[config.mk]
export PLATFORM = sky130hd
export DESIGN_NAME = triangle_scanline_fill_flat
export DESIGN_NICKNAME = d
export VERILOG_FILES = /design/src/rtl/tsf_pkg.sv /design/src/rtl/tsf_in_if.sv /design/src/rtl/tsf_out_if.sv /design/src/rtl/tsf_sort.sv /design/src/rtl/tsf_div.sv /design/src/rtl/triangle_scanline_fill.sv /design/src/flat_wrapper.sv
export SDC_FILE = /design/constraint.sdc
export NUM_CORES = 1
export LEC_CHECK = 0
export BUFFER_PORTS_ARGS = -buffer_cell sky130_fd_sc_hd__buf_2
export CAP_MARGIN = 30
export CORE_MARGIN = 10
export CORE_UTILIZATION = 35
export CTS_CLUSTER_DIAMETER = 40
export DETAILED_ROUTE_END_ITERATION = 7
export GPL_ROUTABILITY_DRIVEN = 0
export PLACE_DENSITY = 0.48
export SETUP_SLACK_MARGIN = 0.02
export SLEW_MARGIN = 15
export SYNTH_ARGS = -nofsm -noshare
export SYNTH_HDL_FRONTEND = slang
export SYNTH_SLANG_ARGS = --single-unit
[constraint.sdc]
create_clock -name clk -period 9.17 [get_ports clk]
set_input_delay 1.3755 -clock clk [delete_from_list [all_inputs] [get_ports clk]]
set_output_delay 1.3755 -clock clk [all_outputs]
set_load 0.05 [all_outputs]
[src/rtl/tsf_pkg.sv]
// tsf_pkg: shared types, constants and edge stepping helpers for the
// scanline triangle fill block. No dependencies.
`timescale 1ns / 1ps
package tsf_pkg;

  localparam int COORD_BITS = 12;
  localparam int MAX_ROWS   = 64;
  localparam int ROW_BITS   = $clog2(MAX_ROWS + 1);
  localparam int CNT_BITS   = $clog2(COORD_BITS);

  typedef logic [COORD_BITS-1:0] coord_t;
  typedef logic [ROW_BITS-1:0]   row_t;

  typedef enum logic [6:0] {
    S_IDLE  = 7'b0000001,
    S_SETUP = 7'b0000010,
    S_DLG   = 7'b0000100,
    S_DLW   = 7'b0001000,
    S_DSG   = 7'b0010000,
    S_DSW   = 7'b0100000,
    S_EMIT  = 7'b1000000
  } state_t;

  // one edge walked as base +/- (q0 + r0/len) per row
  typedef struct packed {
    coord_t base;
    logic   neg;
    coord_t len;
    coord_t q0;
    coord_t r0;
    coord_t acc_q;
    coord_t acc_r;
  } edge_t;

  typedef struct packed {
    coord_t x0;
    coord_t y0;
    coord_t x1;
    coord_t y1;
    coord_t x2;
    coord_t y2;
  } tri_t;

  function automatic edge_t edge_step(edge_t e);
    logic [COORD_BITS:0] rs;
    edge_t n;
    n  = e;
    rs = {1'b0, e.acc_r} + {1'b0, e.r0};
    if (rs >= {1'b0, e.len}) begin
      n.acc_r = COORD_BITS'(rs - {1'b0, e.len});
      n.acc_q = e.acc_q + e.q0 + COORD_BITS'(1);
    end else begin
      n.acc_r = COORD_BITS'(rs);
      n.acc_q = e.acc_q + e.q0;
    end
    return n;
  endfunction

  function automatic coord_t edge_x(edge_t e);
    return e.neg ? (e.base - e.acc_q) : (e.base + e.acc_q);
  endfunction

endpackage

[src/rtl/tsf_in_if.sv]
// tsf_in_if: input channel carrying one triangle word.
// Depends on tsf_pkg.
`timescale 1ns / 1ps
interface tsf_in_if;
  logic               valid;
  logic               ready;
  tsf_pkg::coord_t    first_x;
  tsf_pkg::coord_t    first_y;
  tsf_pkg::coord_t    second_x;
  tsf_pkg::coord_t    second_y;
  tsf_pkg::coord_t    third_x;
  tsf_pkg::coord_t    third_y;
  modport source(output valid, first_x, first_y, second_x, second_y, third_x, third_y,
                 input ready);
  modport sink(input valid, first_x, first_y, second_x, second_y, third_x, third_y,
               output ready);
endinterface

[src/rtl/tsf_out_if.sv]
// tsf_out_if: result channel carrying one span word.
// Depends on tsf_pkg.
`timescale 1ns / 1ps
interface tsf_out_if;
  logic            valid;
  logic            ready;
  tsf_pkg::coord_t row_y;
  tsf_pkg::coord_t span_left;
  tsf_pkg::coord_t span_right;
  logic            last_span;
  logic            empty_triangle;
  logic            rows_clipped;
  modport source(output valid, row_y, span_left, span_right, last_span, empty_triangle,
                 rows_clipped, input ready);
  modport sink(input valid, row_y, span_left, span_right, last_span, empty_triangle,
               rows_clipped, output ready);
endinterface

[src/rtl/tsf_sort.sv]
// tsf_sort: three compare-and-swap steps ordering vertices by y.
// Depends on tsf_pkg.
`timescale 1ns / 1ps
module tsf_sort (
  input  tsf_pkg::tri_t tri_in,
  output tsf_pkg::tri_t tri_out
);

  tsf_pkg::tri_t s1, s2, s3;

  always_comb begin
    s1 = tri_in;
    if (tri_in.y0 > tri_in.y1) begin
      s1.x0 = tri_in.x1; s1.y0 = tri_in.y1;
      s1.x1 = tri_in.x0; s1.y1 = tri_in.y0;
    end
    s2 = s1;
    if (s1.y1 > s1.y2) begin
      s2.x1 = s1.x2; s2.y1 = s1.y2;
      s2.x2 = s1.x1; s2.y2 = s1.y1;
    end
    s3 = s2;
    if (s2.y0 > s2.y1) begin
      s3.x0 = s2.x1; s3.y0 = s2.y1;
      s3.x1 = s2.x0; s3.y1 = s2.y0;
    end
  end

  assign tri_out = s3;

endmodule

[src/rtl/tsf_div.sv]
// tsf_div: restoring unsigned divider, one quotient bit per cycle.
// Depends on tsf_pkg.
`timescale 1ns / 1ps
module tsf_div (
  input  logic            clk,
  input  logic            rst_n,
  input  logic            start,
  input  tsf_pkg::coord_t dividend,
  input  tsf_pkg::coord_t divisor,
  output logic            done,
  output tsf_pkg::coord_t quotient,
  output tsf_pkg::coord_t remainder
);

  localparam int CB = tsf_pkg::COORD_BITS;

  tsf_pkg::coord_t quo_r, rem_r, dsr_r;
  logic [tsf_pkg::CNT_BITS-1:0] cnt_r;
  logic busy_r, done_r;
  logic [CB:0] trial;
  logic        fits;

  assign trial = {rem_r, quo_r[CB-1]};
  assign fits  = trial >= {1'b0, dsr_r};

  always_ff @(posedge clk) begin
    if (!rst_n) begin
      busy_r <= 1'b0;
      done_r <= 1'b0;
      cnt_r  <= '0;
    end else begin
      done_r <= 1'b0;
      if (start) begin
        busy_r <= 1'b1;
        cnt_r  <= '0;
        quo_r  <= dividend;
        rem_r  <= '0;
        dsr_r  <= divisor;
      end else if (busy_r) begin
        rem_r <= fits ? CB'(trial - {1'b0, dsr_r}) : CB'(trial);
        quo_r <= {quo_r[CB-2:0], fits};
        cnt_r <= cnt_r + 1'b1;
        if (cnt_r == tsf_pkg::CNT_BITS'(CB - 1)) begin
          busy_r <= 1'b0;
          done_r <= 1'b1;
        end
      end
    end
  end

  assign done      = done_r;
  assign quotient  = quo_r;
  assign remainder = rem_r;

endmodule

[src/rtl/triangle_scanline_fill.sv]
// triangle_scanline_fill: top level, sequencer, edge walkers and span register.
// Depends on tsf_pkg, tsf_in_if, tsf_out_if, tsf_sort, tsf_div.
//
//   channel   dir  words             handshake
//   in_tri    in   one triangle      valid/ready
//   out_span  out  1..64 spans       valid/ready
//
// after a triangle is taken, in_tri.ready stays low through the setup state, the
// edge division (two 12-bit divides at one bit per cycle, each with load and
// result), the span emission, and one more divide when the walk turns the middle
// vertex. a zero-height triangle keeps ready low through setup and its one word.
// reset is synchronous; a stalled out_span holds the walk in place.
`timescale 1ns / 1ps
module triangle_scanline_fill (
  input logic       clk,
  input logic       rst_n,
  tsf_in_if.sink    in_tri,
  tsf_out_if.source out_span
);

  localparam int CB = tsf_pkg::COORD_BITS;

  tsf_pkg::state_t state_r;
  tsf_pkg::tri_t   raw_tri, sorted_tri, sv_r;
  tsf_pkg::edge_t  long_r, short_r;
  tsf_pkg::coord_t total_r, upper_r;
  tsf_pkg::row_t   row_r, count_r;
  logic            empty_r, clip_r, short_lower_r;

  logic            out_valid_r, last_r, empty_o_r, clip_o_r;
  tsf_pkg::coord_t row_y_r, left_r, right_r;

  logic            div_start, div_done;
  tsf_pkg::coord_t div_num, div_den, div_quo, div_rem;

  logic [CB:0]     dl, ds;
  logic            dl_neg, ds_neg;
  tsf_pkg::coord_t dl_mag, ds_mag, s_base, s_len;
  tsf_pkg::coord_t ax, bx, total_c, upper_c;
  logic            out_free, is_last, do_switch, emit;

  assign raw_tri = '{x0: in_tri.first_x, y0: in_tri.first_y, x1: in_tri.second_x,
                     y1: in_tri.second_y, x2: in_tri.third_x, y2: in_tri.third_y};

  tsf_sort u_sort (.tri_in(raw_tri), .tri_out(sorted_tri));

  assign in_tri.ready = (state_r == tsf_pkg::S_IDLE);

  assign total_c = sv_r.y2 - sv_r.y0;
  assign upper_c = sv_r.y1 - sv_r.y0;

  // long edge and current short edge magnitudes
  always_comb begin
    dl     = {1'b0, sv_r.x2} - {1'b0, sv_r.x0};
    dl_neg = dl[CB];
    dl_mag = dl_neg ? CB'(-dl) : CB'(dl);
    if (short_lower_r) begin
      ds     = {1'b0, sv_r.x2} - {1'b0, sv_r.x1};
      s_base = sv_r.x1;
      s_len  = sv_r.y2 - sv_r.y1;
    end else begin
      ds     = {1'b0, sv_r.x1} - {1'b0, sv_r.x0};
      s_base = sv_r.x0;
      s_len  = upper_r;
    end
    ds_neg = ds[CB];
    ds_mag = ds_neg ? CB'(-ds) : CB'(ds);
  end

  assign div_start = (state_r == tsf_pkg::S_DLG) || (state_r == tsf_pkg::S_DSG);
  assign div_num   = (state_r == tsf_pkg::S_DLG) ? dl_mag : ds_mag;
  assign div_den   = (state_r == tsf_pkg::S_DLG) ? total_r : s_len;

  tsf_div u_div (
    .clk(clk), .rst_n(rst_n), .start(div_start), .dividend(div_num),
    .divisor(div_den), .done(div_done), .quotient(div_quo), .remainder(div_rem)
  );

  always_comb begin
    ax = tsf_pkg::edge_x(long_r);
    bx = tsf_pkg::edge_x(short_r);
  end

  assign out_free  = !out_valid_r || out_span.ready;
  assign emit      = (state_r == tsf_pkg::S_EMIT) && out_free;
  assign is_last   = empty_r || (row_r == count_r - 1'b1);
  assign do_switch = !short_lower_r && ({{(CB-tsf_pkg::ROW_BITS){1'b0}}, row_r} == upper_r);

  always_ff @(posedge clk) begin
    if (!rst_n) begin
      state_r     <= tsf_pkg::S_IDLE;
      out_valid_r <= 1'b0;
    end else begin
      if (out_valid_r && out_span.ready && !emit) out_valid_r <= 1'b0;
      unique case (state_r)
        tsf_pkg::S_IDLE: begin
          if (in_tri.valid) begin
            sv_r    <= sorted_tri;
            state_r <= tsf_pkg::S_SETUP;
          end
        end
        tsf_pkg::S_SETUP: begin
          total_r       <= total_c;
          upper_r       <= upper_c;
          empty_r       <= (total_c == '0);
          clip_r        <= (total_c > CB'(tsf_pkg::MAX_ROWS));
          count_r       <= (total_c > CB'(tsf_pkg::MAX_ROWS)) ?
                           tsf_pkg::ROW_BITS'(tsf_pkg::MAX_ROWS) :
                           total_c[tsf_pkg::ROW_BITS-1:0];
          row_r         <= '0;
          short_lower_r <= (upper_c == '0);
          state_r       <= (total_c == '0) ? tsf_pkg::S_EMIT : tsf_pkg::S_DLG;
        end
        tsf_pkg::S_DLG: begin
          long_r.base <= sv_r.x0;
          long_r.neg  <= dl_neg;
          long_r.len  <= total_r;
          state_r     <= tsf_pkg::S_DLW;
        end
        tsf_pkg::S_DLW: begin
          if (div_done) begin
            long_r.q0    <= div_quo;
            long_r.r0    <= div_rem;
            long_r.acc_q <= '0;
            long_r.acc_r <= '0;
            state_r      <= tsf_pkg::S_DSG;
          end
        end
        tsf_pkg::S_DSG: begin
          short_r.base <= s_base;
          short_r.neg  <= ds_neg;
          short_r.len  <= s_len;
          state_r      <= tsf_pkg::S_DSW;
        end
        tsf_pkg::S_DSW: begin
          if (div_done) begin
            short_r.q0 <= div_quo;
            short_r.r0 <= div_rem;
            // turning the middle vertex starts the lower edge one row in
            short_r.acc_q <= (row_r == '0) ? '0 : div_quo;
            short_r.acc_r <= (row_r == '0) ? '0 : div_rem;
            state_r       <= tsf_pkg::S_EMIT;
          end
        end
        tsf_pkg::S_EMIT: begin
          if (out_free) begin
            out_valid_r <= 1'b1;
            row_y_r     <= sv_r.y0 + {{(CB-tsf_pkg::ROW_BITS){1'b0}}, row_r};
            left_r      <= empty_r ? '0 : ((ax > bx) ? bx : ax);
            right_r     <= empty_r ? '0 : ((ax > bx) ? ax : bx);
            last_r      <= is_last;
            empty_o_r   <= empty_r;
            clip_o_r    <= clip_r && is_last && !empty_r;
            if (is_last) begin
              state_r <= tsf_pkg::S_IDLE;
            end else begin
              row_r  <= row_r + 1'b1;
              long_r <= tsf_pkg::edge_step(long_r);
              if (do_switch) begin
                short_lower_r <= 1'b1;
                state_r       <= tsf_pkg::S_DSG;
              end else begin
                short_r <= tsf_pkg::edge_step(short_r);
              end
            end
          end
        end
        default: state_r <= tsf_pkg::S_IDLE;
      endcase
    end
  end

  assign out_span.valid          = out_valid_r;
  assign out_span.row_y          = row_y_r;
  assign out_span.span_left      = left_r;
  assign out_span.span_right     = right_r;
  assign out_span.last_span      = last_r;
  assign out_span.empty_triangle = empty_o_r;
  assign out_span.rows_clipped   = clip_o_r;

  a_empty_is_last: assert property (@(posedge clk) disable iff (!rst_n)
    (out_span.valid && out_span.empty_triangle) |-> out_span.last_span)
    else $error("empty triangle word without last flag");

  a_accept_setup: assert property (@(posedge clk) disable iff (!rst_n)
    (in_tri.valid && in_tri.ready) |=> (state_r == tsf_pkg::S_SETUP))
    else $error("accepted triangle did not enter setup");

  a_row_bound: assert property (@(posedge clk) disable iff (!rst_n)
    (state_r == tsf_pkg::S_EMIT && !empty_r) |-> (row_r < count_r))
    else $error("row walk past row count");

endmodule
[src/flat_wrapper.sv]
// flat-port wrapper written by rule: the top's interface ports become plain ports
module triangle_scanline_fill_flat 
  (clk, rst_n, in_tri_valid, in_tri_first_x, in_tri_first_y, in_tri_second_x, in_tri_second_y, in_tri_third_x, in_tri_third_y, in_tri_ready, out_span_valid, out_span_row_y, out_span_span_left, out_span_span_right, out_span_last_span, out_span_empty_triangle, out_span_rows_clipped, out_span_ready);
  tsf_in_if in_tri_i ();
  tsf_out_if out_span_i ();
  input logic clk;
  input logic rst_n;
  input wire logic [$bits(in_tri_i.valid)-1:0] in_tri_valid;
  input wire logic [$bits(in_tri_i.first_x)-1:0] in_tri_first_x;
  input wire logic [$bits(in_tri_i.first_y)-1:0] in_tri_first_y;
  input wire logic [$bits(in_tri_i.second_x)-1:0] in_tri_second_x;
  input wire logic [$bits(in_tri_i.second_y)-1:0] in_tri_second_y;
  input wire logic [$bits(in_tri_i.third_x)-1:0] in_tri_third_x;
  input wire logic [$bits(in_tri_i.third_y)-1:0] in_tri_third_y;
  output wire logic [$bits(in_tri_i.ready)-1:0] in_tri_ready;
  output wire logic [$bits(out_span_i.valid)-1:0] out_span_valid;
  output wire logic [$bits(out_span_i.row_y)-1:0] out_span_row_y;
  output wire logic [$bits(out_span_i.span_left)-1:0] out_span_span_left;
  output wire logic [$bits(out_span_i.span_right)-1:0] out_span_span_right;
  output wire logic [$bits(out_span_i.last_span)-1:0] out_span_last_span;
  output wire logic [$bits(out_span_i.empty_triangle)-1:0] out_span_empty_triangle;
  output wire logic [$bits(out_span_i.rows_clipped)-1:0] out_span_rows_clipped;
  input wire logic [$bits(out_span_i.ready)-1:0] out_span_ready;
  assign in_tri_i.valid = in_tri_valid;
  assign in_tri_i.first_x = in_tri_first_x;
  assign in_tri_i.first_y = in_tri_first_y;
  assign in_tri_i.second_x = in_tri_second_x;
  assign in_tri_i.second_y = in_tri_second_y;
  assign in_tri_i.third_x = in_tri_third_x;
  assign in_tri_i.third_y = in_tri_third_y;
  assign in_tri_ready = in_tri_i.ready;
  assign out_span_valid = out_span_i.valid;
  assign out_span_row_y = out_span_i.row_y;
  assign out_span_span_left = out_span_i.span_left;
  assign out_span_span_right = out_span_i.span_right;
  assign out_span_last_span = out_span_i.last_span;
  assign out_span_empty_triangle = out_span_i.empty_triangle;
  assign out_span_rows_clipped = out_span_i.rows_clipped;
  assign out_span_i.ready = out_span_ready;
  triangle_scanline_fill u_core (.clk(clk), .rst_n(rst_n), .in_tri(in_tri_i), .out_span(out_span_i));
endmodule
# Yosys cells after proc, flatten, opt, wreduce, memory -nomap -nowiden
# Index checks and enable logic that the tools add are counted.
[totals] register_bits=348 in_bits=76 out_inout_bits=41 wordCells=186
[op_classes] addsub=25 order_cmp=8 n_eq_ne=18 mux=55 bitwise_logic=3 reduce_logical=36
[op_table] cell="$mux 48" n=5
[op_table] cell="$mux 73" n=3
[op_table] cell="$mux 12" n=16
[op_table] cell="$pmux 48 s2" n=2
[op_table] cell="$pmux 25 s2" n=2
[op_table] cell="$mux 24" n=4
[op_table] cell="$sub 12x12->12" n=8
[op_table] cell="$mux 7" n=9
[op_table] cell="$pmux 7 s7" n=1
[op_table] cell="$add 12x12->12" n=4
[op_table] cell="$gt 12x12->1" n=4
[op_table] cell="$ge 13x12->1" n=3
[op_table] cell="$sub 12x12->13" n=3
[op_table] cell="$add 12x12->13" n=2
[op_table] cell="$add 12x1->12 const B" n=2
[op_table] cell="$logic_not 12->1" n=2
[op_table] cell="$neg 12->12" n=2
[op_table] cell="$reduce_and 5->1" n=3
[op_table] cell="$pmux 7 s2" n=1
[op_table] cell="$mux 13" n=1
[op_table] cell="$add 12x7->12" n=1
[op_table] cell="$eq 7x12->1" n=1
[op_table] cell="$gt 12x7->1 const B" n=1
[op_table] cell="$reduce_and 3->1" n=4
[op_table] cell="28 further kinds" n=61

# Depth between registers and ports, before layout
# Gate-level depths: netlist of run 1.
[depth] word_depth=8 ltp_mapped=32 mapped_depth_nobuf=28

# Hierarchy
# A second synthesis of run 1 with hierarchy kept.
[hier_totals] hier_cells=2609 area_unflattened_um2=26097.5
[modules_own_cells] mod="triangle_scanline_fill" n_inst=1 cells_per_inst=2052 area_each_um2=21030.2 seq_area_each_um2=9108.7
[modules_own_cells] mod="tsf_sort" n_inst=1 cells_per_inst=338 area_each_um2=2632.5 seq_area_each_um2=0.0
[modules_own_cells] mod="tsf_div" n_inst=1 cells_per_inst=219 area_each_um2=2434.8 seq_area_each_um2=1201.2

# Worst setup path before layout of run 1
# OpenSTA, ideal clock, no wires.
[synth_path] kind="input port to flip-flop" from="in in_tri_second_y[1]" to="reg u_core.sv_r[38] (netlist name), data pin" arrival_time_ps=6826 required_time_ps=8891 slack_ps=2065 path_stages=29 path_buffers=4 path_cell_list="inv_1 ha_1 nor2b_1 o21ai_0 nand2b_1 a21oi_1 or3_1 a21oi_1 buf_2 mux2_2 ha_1 nand4_1 or2_2 o21ai_0 o22a_1 clkbuf_1 buf_2 mux2i_1 ha_1 a21o_1 a21oi_1 nor2b_1 o21ai_0 a21oi_1 o31ai_2 nand2b_1 mux2i_1 clkbuf_1 a221oi_1"
[synth_lines] item="start: declaration" line_no="flat_wrapper.sv:12" rtl="input wire logic [$bits(in_tri_i.second_y)-1:0] in_tri_second_y;"
[synth_lines] item="end signal: assignment" line_no="triangle_scanline_fill.sv:98" rtl="sv_r <= sorted_tri;"
[synth_lines] item="end: declaration" line_no="triangle_scanline_fill.sv:24" rtl="tsf_pkg::tri_t raw_tri, sorted_tri, sv_r;"

==> qor.yml, run 1 <==
outcome: "finished clean"
antenna_found_initial: 5
final_util: 0.407
fin_crit_sh: 0.800
drt_iter0_markers: 1286
synthArstFlopShare: 0
synth_top_area_share: 0.392
min_path_type: "flop to flop"
synth_ff_type: "edfxtp_1"
syn_avg_cell_area_um2: 9.87
totalWireLength_um: 71100
port_buffers: 116
multi_input_area_um2: 14100
drc: 0
dr.pass1.iters: 5
synth_common_cells: "edfxtp_1 (334), nor2_1 (248), ha_1 (238)"
grt_pass1_vias: 20000
route.detailed.wl_per_inst_um: 19.0
nets: 3062
critPathLaunchType: "primary input"
fin_hold_ws_ns: 0.438
fp.dieW_um: 290
hpwl_um: 56000
worstPathMaxFanout: 36
report.final.slew_viol_count: 0
required_ns: 9.55
seqCellArea_um2: 10300
slowest_delay_ns: 0.60
grt_pass1_wl_um: 111000
io-pin-count: 117
core-area_um2: 72700
crit_type: "primary input to flop"
p_per_area_nw_per_um2: 181
synth_nets: 2918
clock-root-buffer: "clkbuf_16"
ctsResizeCount: 0
final_antenna_net_count: 0
rows: 99
grt-ovfl-total: 0
nFillCells: 7084
dieArea_um2: 84200
synth_edf_count: 334
syn_to_final_growth_pct: 15.8
final_cells: 3742
postCtsSetupRepairBufs: 0
synth_compound_area_frac: 0.156
worst_pin_slew_ns: 0.936
synth-adder-area-share: 0.129
cts_buffers: 69
critPathCaptureType: "flop"
synth.most_common_cell: "edfxtp_1"
yosys.area.top_type: "edfxtp_1"
yosysUniqueCellTypes: 91
drive_gt1_frac: 0.119
rsz0062_at_grt: "no"
worstPathArrival_ns: 7.71
muxShareOfSynthArea: 0.0491
insertion_delay_ns: 0.59
synth_simple_gate_area_frac: 0.144
vias_per_cell: 5.24
grt_max_degree: 75
slew-limit-headroom: 0.376
ys_seq_area_frac: 0.403
synth_xor_area_frac: 0.0718
clk_pin_slew_ns: 0.06
track_usage: 0.164
synthTopCellsByArea: "edfxtp_1 (39%), ha_1 (12%), xnor2_1 (4.7%), nor2_1 (3.6%), inv_1 (3.4%)"
synth_top_family_by_area: "compound AO/OA/AOI/OAI gates"
slowest_stage: "a21oi_4"
place_inst: 3619
syn-cell-area_um2: 25600
clockBufferDepth: 3
syn_inst: 2588
hold_viol: 0
h-tree-depth: 3
clkSinkCount: 348
timing.fmax_mhz: 136
die_h_um: 290
initial_core_util: 0.351
finalCriticalPeriod_ns: 7.33
yosysWarningCount: 0
p_leak_nw: 12.3
finalSetupViolations: 0
synth-seq-cells: 348
clock-skew-final_ns: 0.0207
max-vdd-ir-drop_v: 0.0000953
p_total_mw: 5.36
cts_tree: "done"
setup_tns_ns: 0
drv_cap: 0
cts_hold_buf: 0
num_vias: 19600
==> where the power goes <==
part	leakage [nW]	internal [mW]	switching [mW]
logic	8.01	0.418	0.617
registers	3.16	1.83	0.0442
clock network	1.09	1.59	0.870
total	12.3	3.83	1.53
==> state kept, by name (all words and copies together) (netlist names), 4 cells and up <==
name / flops
u_core.sv_r: 72
u_core.u_div.quotient: 12
u_core.upper_r: 12
u_core.row_r: 7
u_core.out_span.row_y: 12
u_core.u_div.cnt_r: 4
u_core.state_r: 7
u_core.long_r: 73
u_core.short_r: 73
u_core.u_div.remainder: 12
u_core.out_span.span_right: 12
u_core.u_div.dsr_r: 12
u_core.count_r: 7
u_core.out_span.span_left: 12
u_core.total_r: 12
==> placed cells by master (no fill, tap or decap), drive strengths merged, types with 34 or more instances in the layout <==
cell type and instances:
a21o 50, a21oi 169, buf 146, clkbuf 75, edfxtp 334, ha 238
inv 241, mux2 34, mux2i 87, nand2 152, nand3 54, nor2 249
nor2b 37, nor3 62, o21a 34, o21ai 125, xnor2 138, xor2 69
==> final timing paths <==
check / slack (ns) / depth (start not counted) / start / endpoint
worst max-delay path: 1.84 / 31 / in_tri_second_y[1] / u_core.sv_r[63]
worst min-delay path: 0.44 / 0 / u_core.total_r[3] / u_core.long_r[51]
worst max register to register: 3.92 / 20 / u_core.short_r[0] / u_core.short_r[22]
worst min register to register: 0.44 / 0 / u_core.total_r[3] / u_core.long_r[51]
==> metal layers <==
| metal | vias to the layer above | GRT usage | share of wire |
|---|---|---|---|
| met1 | 9328 | 0.217 | 0.47 |
| met2 | 415 | 0.266 | 0.46 |
| li1 | 9759 | - | - |
| met4 | 4 | 0.0602 | 0.029 |
| met3 | 115 | 0.0280 | 0.046 |
| met5 | - | 0 | 0.00044 |
==> cells by family after synthesis <==
logic type / count (synthesis)
fa+ha+maj: 254
flops: 348
compound gates: 598
buf+inv: 307
xor+xnor: 208
simple gates: 752
mux: 121
==> final cells by class <==
cell class / count / share of cell area
clock inverter: 45 / 0.0157
clock buffer: 75 / 0.0605
antenna: 2 / 0.000169
multi-input combinational: 1933 / 0.477
sequential: 348 / 0.348
inverter: 234 / 0.0297
tap: 959 / 0.0405
timing repair buffer: 146 / 0.0280
==> stage by stage <==
stage | worst slack (ns) | cell area [um^2]
2_1_floorplan | 2.07 | 25600
3_3_place_gp | 1.17 | 27300
3_5_place_dp | 0.992 | 27300
4_1_cts | 1.64 | 29600
5_1_grt | 1.16 | 29600
6_report | 1.84 | 29600
==> critical path, delay by kind of cell <==
kind	cells	cell delay [ns]
multiplexers	2	0.65
buffers and inverters	5	1.07
AND/OR/NAND/NOR	8	1.16
adder cells (fa/ha/maj)	3	0.78
AO/OA/AOI/OAI	13	2.65
No activity file was read; power rests on OpenSTA's default activity.
==> run 2: changes to the inputs <==
--- a/config.mk
+++ b/config.mk
@@ -12,7 +12,7 @@
 export CTS_CLUSTER_DIAMETER = 40
 export DETAILED_ROUTE_END_ITERATION = 7
 export GPL_ROUTABILITY_DRIVEN = 0
-export PLACE_DENSITY = 0.48
+export PLACE_DENSITY = 0.5
 export SETUP_SLACK_MARGIN = 0.02
 export SLEW_MARGIN = 15
 export SYNTH_ARGS = -nofsm -noshare
==> constraint.sdc (replaced) <==
create_clock -name clk -period 6.7 [get_ports clk]
set_input_delay 1.005 -clock clk [delete_from_list [all_inputs] [get_ports clk]]
set_output_delay 1.005 -clock clk [all_outputs]
set_load 0.05 [all_outputs]
==> run 2 against run 1 <==
- die area unchanged
- worst hold slack better by 0.0010 ns
- count of clock-buffer cells in the layout up 1
- combinational power up 43%
- utilization up 0.63 points
- critical endpoint is now u_core.sv_r[60]
- largest cell class unchanged
==> qor.yml, run 2 (synthesis gave the netlist of run 1 again) <==
dr.pass1.iters: 5  # unchanged
drv_cap: 0  # unchanged
route.detailed.wl_per_inst_um: 18.8  # -0.87%
h-tree-depth: 3  # unchanged
grt-ovfl-total: 0  # unchanged
clockBufferDepth: 3  # unchanged
insertion_delay_ns: 0.60  # about the same
totalWireLength_um: 71200  # +0.22%
setup_tns_ns: 0  # unchanged
nets: 3101  # +1.3%
slew-limit-headroom: 0.376  # about the same
critPathCaptureType: "flop"
dieArea_um2: 84200  # unchanged
slowest_delay_ns: 0.41  # -0.19 ns
dp_slack_ns: -0.560  # -1.55 ns
cts_tree: "done"
finish.instance_area_um2: 30100  # +1.5%
core-area_um2: 72700  # unchanged
hpwl_um: 56600  # +1.1%
placed_area_um2: 27600  # +1.1%
rows: 99  # unchanged
track_usage: 0.164  # -0.000172
finalSetupViolations: 0  # unchanged
drt_iter0_markers: 1277  # -0.70%
cts_hold_buf: 0  # unchanged
timing.fmax_mhz: 160
reg2reg_from: "u_core.short_r[13]"
critPathLaunchType: "primary input"
min_path_type: "flop to flop"
layout_setup_ws_ns: 0.461  # -1.38 ns
p_per_area_nw_per_um2: 253  # +40%
initial_core_util: 0.351  # unchanged
io-pin-count: 117  # unchanged
drive_gt1_frac: 0.134  # +0.0148
clock-root-buffer: "clkbuf_16"
final_common_cell: "edfxtp_1"
p_leak_nw: 12.5  # +2.3%
ctsResizeCount: 0  # unchanged
clk_pin_slew_ns: 0.06  # about the same
clkSinkCount: 348  # unchanged
worstPathArrival_ns: 6.62  # -1.09 ns
antenna_found_initial: 2  # -3
worst_pin_slew_ns: 0.937  # +0.000344 ns
required_ns: 7.08  # -2.47 ns
fp.dieW_um: 290  # unchanged
slowest_stage: "mux2_2"
crit_type: "primary input to flop"
max-vdd-ir-drop_v: 0.000144  # +52%
grt_pass1_wl_um: 111000  # about the same
worstPathMaxFanout: 14  # -61%
fin_crit_sh: 0.931
cp-startpoint: "in_tri_second_y[1]"
grt_pass1_vias: 20200  # +0.66%
outcome: "finished clean"
antenna_cells: 0  # -2
final_util: 0.413  # +0.00628
syn_to_final_growth_pct: 17.6
die_h_um: 290  # unchanged
largest_registers: "u_core.long_r (73), u_core.short_r (73), u_core.sv_r (72)"
rsz0062_at_grt: "no"
port_buffers: 116  # unchanged
hold_viol: 0  # unchanged
final_antenna_net_count: 0  # unchanged
postCtsSetupRepairBufs: 0  # unchanged
finalCriticalPeriod_ns: 6.24
cts_buffers: 68  # -1.4%
num_vias: 19900  # +1.4%
layout_common_cells: "edfxtp_1 (334), nor2_1 (244), ha_1 (238)"
drc: 0  # unchanged
clock-skew-final_ns: 0.0228  # +0.00209 ns
report.final.slew_viol_count: 0  # unchanged
min-delay-start: "u_core.total_r[3]"
p_total_mw: 7.60  # +42%
grt_max_degree: 73  # -2.7%
vias_per_cell: 5.26  # +0.29%
==> run 2: changes by cell type in the layout (fill, tap and decap cells not counted), moves of 2 or more <==
| cell | delta |
|---|---|
| clkinv_1 | -4 |
| bufinv_16 | +5 |
| buf_4 | +39 |
| clkinv_4 | -3 |
| diode_2 | -2 |
| inv_6 | +2 |
| clkinvlp_4 | +2 |
==> run 2: area by class of cell <==
cell class / instances / area [um^2]
Clock buffer: 76 / 1800
Clock inverter: 47 / 604
Fill cell: 7011 / 42700
Inverter: 234 / 878
Multi-Input combinational cell: 1933 / 14100
Sequential cell: 348 / 10300
Tap cell: 959 / 1200
Timing Repair Buffer: 186 / 1150
==> run 2: worst paths after layout <==
check,cells after the start,to,slack [ns]
worst min-delay path,0,u_core.long_r[51],0.44
worst max register to register,19,u_core.out_span.span_right[0],1.55
worst min register to register,0,u_core.long_r[51],0.44
worst max-delay path,27,u_core.sv_r[60],0.46
==> run 2: report_power, final <==
part           total, mW  switching (mW)  internal [mW]  leakage [nW]
Sequential          2.56          0.0605           2.50          3.16
Clock               3.57            1.20           2.37          1.15
Combinational       1.47           0.858          0.616          8.23
Total               7.60            2.11           5.49          12.5
==> run 2: metal layers <==
layer,track usage,wire length (um)
met1,0.216,32900
met2,0.268,32700
met3,0.0287,3400
met4,0.0566,2140
met5,0,10
==> run 2: per-stage QoR <==
step | hold WS [ns] | instances
2_1_floorplan | 0.422 | 2588
3_3_place_gp | 0.435 | 3655
3_5_place_dp | 0.434 | 3658
4_1_cts | 0.441 | 3781
5_1_grt | 0.451 | 3783
6_report | 0.439 | 3783
==> run 2: worst max-delay path, delay by kind of cell <==
family | cells | cell delay [ns]
adder cells (fa/ha/maj) | 3 | 0.87
buffers and inverters | 4 | 0.55
multiplexers | 2 | 0.70
AO/OA/AOI/OAI | 11 | 2.28
AND/OR/NAND/NOR | 7 | 1.21
